File: config.mk
export PLATFORM = sky130hd
export DESIGN_NAME = bse_ram
export DESIGN_NICKNAME = d
export VERILOG_FILES = /design/src/brainfuck_step_engine_defines.svh /design/src/bse_ram.sv
export SDC_FILE = /design/constraint.sdc
export NUM_CORES = 1
export LEC_CHECK = 0
export ABC_AREA = 1
export BUFFER_PORTS_ARGS = -buffer_cell sky130_fd_sc_hd__buf_2
export CAP_MARGIN = 0
export CELL_PAD_IN_SITES_DETAIL_PLACEMENT = 2
export CELL_PAD_IN_SITES_GLOBAL_PLACEMENT = 2
export CORE_MARGIN = 3
export CORE_UTILIZATION = 41
export DETAILED_ROUTE_END_ITERATION = 10
export MAX_ROUTING_LAYER = met4
export PLACE_DENSITY_LB_ADDON = 0.1
export SYNTH_ARGS = -nofsm -noshare
export SYNTH_HDL_FRONTEND = slang
export SYNTH_SLANG_ARGS = --single-unit
File: constraint.sdc
create_clock -name clock -period 1.3 [get_ports clock]
set_input_delay 0.065 -clock clock [delete_from_list [all_inputs] [get_ports clock]]
set_output_delay 0.065 -clock clock [all_outputs]
set_load 0.01 [all_outputs]
File: src/brainfuck_step_engine_defines.svh
// Assertion macros for the step engine. Synthesis builds define SYNTH.
`ifndef BRAINFUCK_STEP_ENGINE_DEFINES_SVH
`define BRAINFUCK_STEP_ENGINE_DEFINES_SVH

`ifndef SYNTH
`define BSE_ASSERT_SAME(label, clk, rst, ante, cons) \
   label: assert property (@(posedge clk) disable iff (rst) (ante) |-> (cons)) \
      else $error("bse: same-cycle check failed");
`define BSE_ASSERT_NEXT(label, clk, rst, ante, cons) \
   label: assert property (@(posedge clk) disable iff (rst) (ante) |=> (cons)) \
      else $error("bse: next-cycle check failed");
`else
`define BSE_ASSERT_SAME(label, clk, rst, ante, cons)
`define BSE_ASSERT_NEXT(label, clk, rst, ante, cons)
`endif

`endif

File: src/bse_ram.sv
module bse_ram #(
   parameter int unsigned WIDTH = 8,
   parameter int unsigned DEPTH = 16
) (
   input  logic                     clock,
   input  logic                     wr_en,
   input  logic [$clog2(DEPTH)-1:0] wr_addr,
   input  logic [WIDTH-1:0]         wr_data,
   input  logic                     rd_en,
   input  logic [$clog2(DEPTH)-1:0] rd_addr,
   output logic [WIDTH-1:0]         rd_data
);

   logic [WIDTH-1:0] mem_ff [DEPTH];
   logic [WIDTH-1:0] rd_data_ff;

   always_ff @(posedge clock) begin
      if (wr_en) begin
         mem_ff[wr_addr] <= wr_data;
      end
      if (rd_en) begin
         rd_data_ff <= mem_ff[rd_addr];
      end
   end

   assign rd_data = rd_data_ff;

endmodule

Yosys cells after proc, flatten, opt, wreduce, memory -nomap -nowiden:

Memory sizes are Yosys's and may differ from the RTL's. A register that Yosys moved wholly into a read port is not among the register bits.
Cells that the tools add are included.
Widths: inputs -> output; s select.

* muxes and demuxes: 2

Operators with widths (count)
* $mux 1: 2

* flip-flop bits (word level): 0
* output and inout port bits: 8
* input port bits: 19
* memories kept: 1
* memory bits (writable): 128

Memories
* mem_ff: depth 16, width 8, rd ports 1, clocked after memory_dff 1, wr ports 1, line bse_ram.sv:14 `logic [WIDTH-1:0] mem_ff [DEPTH];`

Logic depth before layout (Yosys ltp):

Gate-level depths: netlist of run 1.

* depth after elaboration: 2
* depth in mapped cells: 8
* gate-level depth less buffers: 7

Least setup slack after synthesis of run 1:

Ideal clock, no wire load.

* path kind: input -> register
* start point: input port wr_addr[2]
* end point: memory mem_ff[10][0], enable pin
* path slack: 0.284 ns
* cell stages on the path: 2
* arrival time: 0.646 ns
* path buffers: 0
* cell sequence: nand3b_1 nor2_1

RTL lines
* start: declaration: line bse_ram.sv:7 `input logic [$clog2(DEPTH)-1:0] wr_addr,`
* end: declaration: line bse_ram.sv:14

Straight into the memory's write port.

==> run summary, run 1 <==
status -> finished clean
max-slew violations -> 0
worst-path cell chain -> inv_1 > nand2_1 > nand3_1 > nand3_1 > nand3_1 > nand2_1
Initial DRT Pass Iterations -> 4
WL final -> 18.2 mm
final setup violation count -> 0
Post-synth top cells -> nand2_1 (173), edfxtp_1 (136), inv_1 (100)
Slowest cell on crit path -> edfxtp_1
chip width -> 125 um
Post-synth EDFFs -> 136
worst slew pin tran -> 429 ps
# placed instances -> 762
clock transition at the registers of the reported paths -> 60 ps
Fin Hold WS -> 16.8 ps
share of layout cells above drive strength 1 -> 14.2%
area of the mapped netlist -> 5850 sq um
CORE AREA -> 13900 sq um
worst hold stages -> 1
worst setup margin -> 94.3 ps
Buf/Inv on CP -> 1
worst hold path type -> in -> reg
top cell type's share of synthesized area -> 69.8%
Top Metal Used -> met4
total CTS buffers -> 17
FMAX -> 829 MHz
Pwr Total -> 10900 uW
Chip Height -> 125 um
via count -> 4153
Worst R2R Path Depth -> 6
IO Count -> 27
CTS max path bufs -> 2
synthesis-to-layout area growth -> 19.5%
Worst EP arrival -> 1380 ps
worst rel slew slack -> 71.4%
leakage -> 0.00303 uW
port bufs -> 26
Overflow after GRT -> 0
DRT antenna net count -> 0
1st-iter DRT viols -> 320
routability cong. -> 0.801
Routed met1 length -> 7.98 mm
max-cap violation count -> 0
Crit. path cell count -> 6
period utilisation layout -> 92.7%
Post-CTS Setup Bufs -> 0
CP max stage delay -> 380 ps
DRC viols -> 0
die footprint -> 15700 sq um
vias per cell -> 5.23
final hold vios -> 0
CTS tree -> built
cell row count -> 43
pin count of the biggest net entering global routing -> 53
initial antenna violation count -> 0
Peak VDD IR -> 0.891 mV
delay-heaviest family, CP -> simple AND/OR/NAND/NOR gates
Avg Inst Size Synth -> 10.6 sq um
H-tree level count -> 4
met3 wire length -> 705 um
Ant. Diodes -> 0
Starting Density -> 42.0%
number of fill cells -> 1432
CP Class -> reg -> reg
count leader, synth -> nand2_1
CP required -> 1470 ps
Layout Nets -> 620
area leader, netlist -> edfxtp_1
first-pass GRT wire length -> 28.8 mm
sequential share of the synthesized area -> 69.8%
count of state elements after synthesis -> 136
CP endpoint kind -> flop
Total GRT Usage -> 25.6%
fin crit period -> 1210 ps
Worst Path Max Fanout -> 1
metal2 WL -> 9.20 mm
post-synthesis async set-or-reset flop share -> 0%
Layout Cells excl Fill -> 794
RSZ-0062 raised after global routing -> false
DP HPWL -> 11.5 mm
Power Density -> 1560 nW/um^2
synthesized instance count -> 551
Fin Clk Skew -> 8.65 ps
dpl ws -> -152 ps
yosys warns -> 0
vias in the first global route -> 4629
Synth cell types -> 11
cell mode on critical path -> nand3_1
# clock sinks -> 136
fin util -> 50.1%
startpoint types -> flop
Avg WL per Cell -> 22.9 um
clk_lat worst skew -> 430 ps
Synth area leaders -> edfxtp_1 (70%), nand2_1 (11%), nand3_1 (8.3%)
ys flop type -> edfxtp_1
root buf cell -> clkbuf_16
Synth Net Count -> 570
==> layout by cell type (no fill, tap or decap) <==
master | netlist | layout
buf_12 | 0 | 8
buf_2 | 13 | 26
buf_4 | 4 | 21
bufinv_16 | 0 | 5
clkbuf_1 | 0 | 5
clkbuf_16 | 0 | 17
clkinv_2 | 0 | 5
edfxtp_1 | 136 | 136
inv_1 | 100 | 100
inv_2 | 2 | 2
nand2_1 | 173 | 173
nand3_1 | 97 | 94
nand3_2 | 0 | 3
nand3b_1 | 2 | 2
nor2_1 | 17 | 17
==> state kept, by name, indices dropped and copies added (netlist names) <==
name / count
mem_ff: 128
rd_data: 8
==> per-layer routing <==
metal,vias to the layer above,GRT usage [%]
met2,93,42.4
li1,1885,-
met1,2148,32.6
met5,-,-
met3,27,4.19
met4,0,7.91
==> repair_timing <==
action / CTS / global route
gates resized for setup: 0 / 3
hold buffers: 0 / 0
setup endpoints to repair: 0 / 2
==> final cells by class <==
cell class	instances	area [sq um]	area share (%)
Clock buffer	22	444	6.36
Clock inverter	10	175	2.51
Timing Repair Buffer	55	448	6.41
Tap cell	180	225	3.22
Multi-Input combinational cell	289	1230	17.6
Sequential cell	136	4080	58.4
Inverter	102	383	5.48
==> metrics by stage <==
| stage | TNS [ps] | area, sq um |
|---|---|---|
| finish | 0 | 6990 |
| global route | 0 | 6990 |
| CTS | 0 | 6970 |
| detailed placement | -517 | 6350 |
| global placement | -393 | 6350 |
| floorplan | 0 | 5850 |
==> report_power, final <==
group | total (uW) | switching [uW] | internal [uW]
logic | 716 | 500 | 216
clock network | 5180 | 1790 | 3380
registers | 4980 | 40.0 | 4940
==> cell families (layout without fill, tap and decap cells) <==
family,after synthesis,in the layout,share of synthesized area [%]
flops,136,136,69.8
simple gates,289,289,20.8
buf+inv,126,189,9.39
==> path summary, 6_finish.rpt <==
check	from	end	slack, ps
min reg2reg	mem_ff[8][3]	rd_data[3]	790
min	rd_en	rd_data[0]	20
max	mem_ff[15][1]	rd_data[1]	90
max reg2reg	mem_ff[15][1]	rd_data[1]	90
==> worst reg2reg max path, delay by kind of cell (launching register included) <==
| family | cells | cell delay [ps] |
|---|---|---|
| buffers and inverters | 1 | 80 |
| and+or+nand+nor | 5 | 500 |
| DFF | 1 | 380 |
No activity file was read; power rests on OpenSTA's default activity.
==> run 2: changes to the inputs <==
--- a/config.mk
+++ b/config.mk
@@ -10,9 +10,7 @@
 export CAP_MARGIN = 0
-export CELL_PAD_IN_SITES_DETAIL_PLACEMENT = 2
-export CELL_PAD_IN_SITES_GLOBAL_PLACEMENT = 2
 export CORE_MARGIN = 3
-export CORE_UTILIZATION = 41
+export CORE_UTILIZATION = 60
 export DETAILED_ROUTE_END_ITERATION = 10
 export MAX_ROUTING_LAYER = met4
-export PLACE_DENSITY_LB_ADDON = 0.1
+export PLACE_DENSITY = 0.78
 export SYNTH_ARGS = -nofsm -noshare
--- a/constraint.sdc
+++ b/constraint.sdc
@@ -3,2 +3,2 @@
 set_output_delay 0.065 -clock clock [all_outputs]
-set_load 0.01 [all_outputs]
+set_load 0.1 [all_outputs]
==> run summary, run 2 (same netlist as run 1, synthesis figures left out) <==
cell row count -> 35 (was 43)
Avg WL per Cell -> 17.0 um (was 22.9 um)
fin crit period -> 1270 ps (was 1210 ps)
RSZ-0062 raised after global routing -> false (unchanged)
area of the multi-input gates -> 1210 sq um (was 1230 sq um)
delay-heaviest family, CP -> flip-flops (was simple AND/OR/NAND/NOR gates)
CP max stage delay -> 380 ps (about the same)
CTS tree -> built (unchanged)
Power Density -> 1580 nW/um^2 (was 1560 nW/um^2)
Crit. path cell count -> 1 (was 6)
clk_lat worst skew -> 520 ps (was 430 ps)
worst hold stages -> 3 (was 1)
share of layout cells above drive strength 1 -> 13.1% (was 14.2%)
max-slew violations -> 0 (unchanged)
most common cell after layout, fill and taps aside -> nand2_1 (unchanged)
DRC viols -> 0 (unchanged)
pin count of the biggest net entering global routing -> 65 (was 53)
Top reg by flops -> mem_ff (unchanged)
final setup violation count -> 0 (unchanged)
leakage -> 0.00302 uW (was 0.00303 uW)
number of fill cells -> 636 (was 1432)
setup TNS -> 0 ps (unchanged)
routability cong. -> 0.920 (was 0.801)
via count -> 3923 (was 4153)
vias per cell -> 5.26 (was 5.23)
worst r2r src -> mem_ff[9][1] (was mem_ff[15][1])
Fin Clk Skew -> 12.8 ps (was 8.65 ps)
synthesis-to-layout area growth -> 18.9% (was 19.5%)
CORE AREA -> 9370 sq um (was 13900 sq um)
total CTS buffers -> 17 (unchanged)
CP required -> 1240 ps (was 1470 ps)
worst-path cell chain -> buf_4 (was inv_1 > nand2_1 > nand3_1 > nand3_1 > nand3_1 > nand2_1)
Overflow after GRT -> 0 (unchanged)
final hold vios -> 0 (unchanged)
Pwr Total -> 11000 uW (was 10900 uW)
root buf cell -> clkbuf_8 (was clkbuf_16)
port bufs -> 26 (unchanged)
Fin Hold WS -> 21.9 ps (was 16.8 ps)
Slowest cell on crit path -> edfxtp_1 (unchanged)
Peak VDD IR -> 0.961 mV (was 0.891 mV)
startpoint types -> flop (unchanged)
number of flip-flops in the largest register -> 128 (unchanged)
Total GRT Usage -> 25.4% (was 25.6%)
register area -> 4080 sq um (unchanged)
Chip Height -> 105 um (was 125 um)
# clock sinks -> 136 (unchanged)
CTS max path bufs -> 2 (unchanged)
period utilisation layout -> 97.4% (was 92.7%)
FMAX -> 789 MHz (was 829 MHz)
Worst EP arrival -> 1200 ps (was 1380 ps)
IO Count -> 27 (unchanged)
DP HPWL -> 7.59 mm (was 11.5 mm)
Layout Nets -> 624 (was 620)
Starting Density -> 62.4% (was 42.0%)
die footprint -> 11000 sq um (was 15700 sq um)
critical path startpoint -> rd_data[1] (was mem_ff[15][1])
1st-iter DRT viols -> 381 (was 320)
Buf/Inv on CP -> 1 (unchanged)
Initial DRT Pass Iterations -> 5 (was 4)
WL final -> 12.7 mm (was 18.2 mm)
Worst R2R Path Depth -> 6 (unchanged)
Ant. Diodes -> 0 (unchanged)
R2R Setup Slk -> 120 ps (was 90 ps)
Worst Path Max Fanout -> 1 (unchanged)
chip width -> 105 um (was 125 um)
H-tree level count -> 4 (unchanged)
worst hold path type -> in -> reg (unchanged)
most frequent cells in the layout -> nand2_1 (173), edfxtp_1 (136), inv_1 (100), nand3_1 (97), buf_4 (27) (was nand2_1 (173), edfxtp_1 (136), inv_1 (100), nand3_1 (94), buf_2 (26))
worst rel slew slack -> 60.2% (was 71.4%)
Post-CTS Setup Bufs -> 0 (unchanged)
DRT antenna net count -> 0 (unchanged)
clock transition at the registers of the reported paths -> 60 ps (about the same)
CP endpoint kind -> primary output (was flop)
worst slew pin tran -> 597 ps (was 429 ps)
status -> finished clean (unchanged)
Setup crit end -> rd_data[1] (unchanged)
worst r2r dst -> rd_data[1] (unchanged)
CP Class -> reg -> out (was reg -> reg)
max-cap violation count -> 0 (unchanged)
initial antenna violation count -> 0 (unchanged)
vias in the first global route -> 3867 (was 4629)
first-pass GRT wire length -> 20.0 mm (was 28.8 mm)
-- run 2: cell types whose count changed in the layout (fill, tap and decap cells not counted), sizes merged --
cell         change
clkinvlp         +2
bufinv           +1
dlygate4sd3      +9
inv              +1
clkbuf           -4
buf              -5
clkinv           -1
-- run 2: area by class of cell --
cell class,instances,area share [%]
Sequential cell,136,58.7
Multi-Input combinational cell,289,17.5
Timing Repair Buffer,59,6.70
Clock buffer,18,6.01
Inverter,102,5.51
Clock inverter,13,3.26
Tap cell,129,2.32
-- run 2: how the worst min path moves through the flow --
stage               slack, ps      endpoint       start
CTS                         3    rd_data[7]  rd_addr[3]
floorplan                 160  mem_ff[0][0]  wr_data[0]
finish                     20    rd_data[7]  rd_addr[3]
global placement          430    rd_data[3]       rd_en
global route               40    rd_data[3]  rd_addr[3]
detailed placement        430    rd_data[3]       rd_en
-- run 2: stage by stage --
step,worst slack [ps],area (sq um),instances,util (%)
after floorplan,284,5850,551,-
after global placement,42.0,6190,706,66.0
after detailed placement,3.47,6190,706,66.0
after CTS,15.5,6940,746,74.1
after global routing,9.80,6950,746,74.2
final,33.3,6950,746,74.2
-- run 2: worst reg2reg max path: stages (launching register included) --
cell      delay (ps)
edfxtp_1         360
inv_1             60
nand2_1           40
nand3_1           90
nand3_1          140
nand3_1          170
nand2_1           60
-- run 2: per-layer routing --
layer  up-vias  share of wire [%]  track usage [%]
met5         -                  0                -
met4         0                1.3             7.78
met3        16                8.5             7.66
met2       168                 51             41.3
met1      1851                 39             30.8
li1       1888                  -                -
-- run 2: timing repair --
action | CTS | global route
hold endpoints to repair | 136 | 0
resized for setup | 8 | 2
hold buffers | 9 | 0
endpoints found under the setup margin | 8 | 2
-- run 2: power by group --
group / internal, uW / switching [uW]
logic: 218 / 570
clock network: 3480 / 1710
registers: 4940 / 32.9
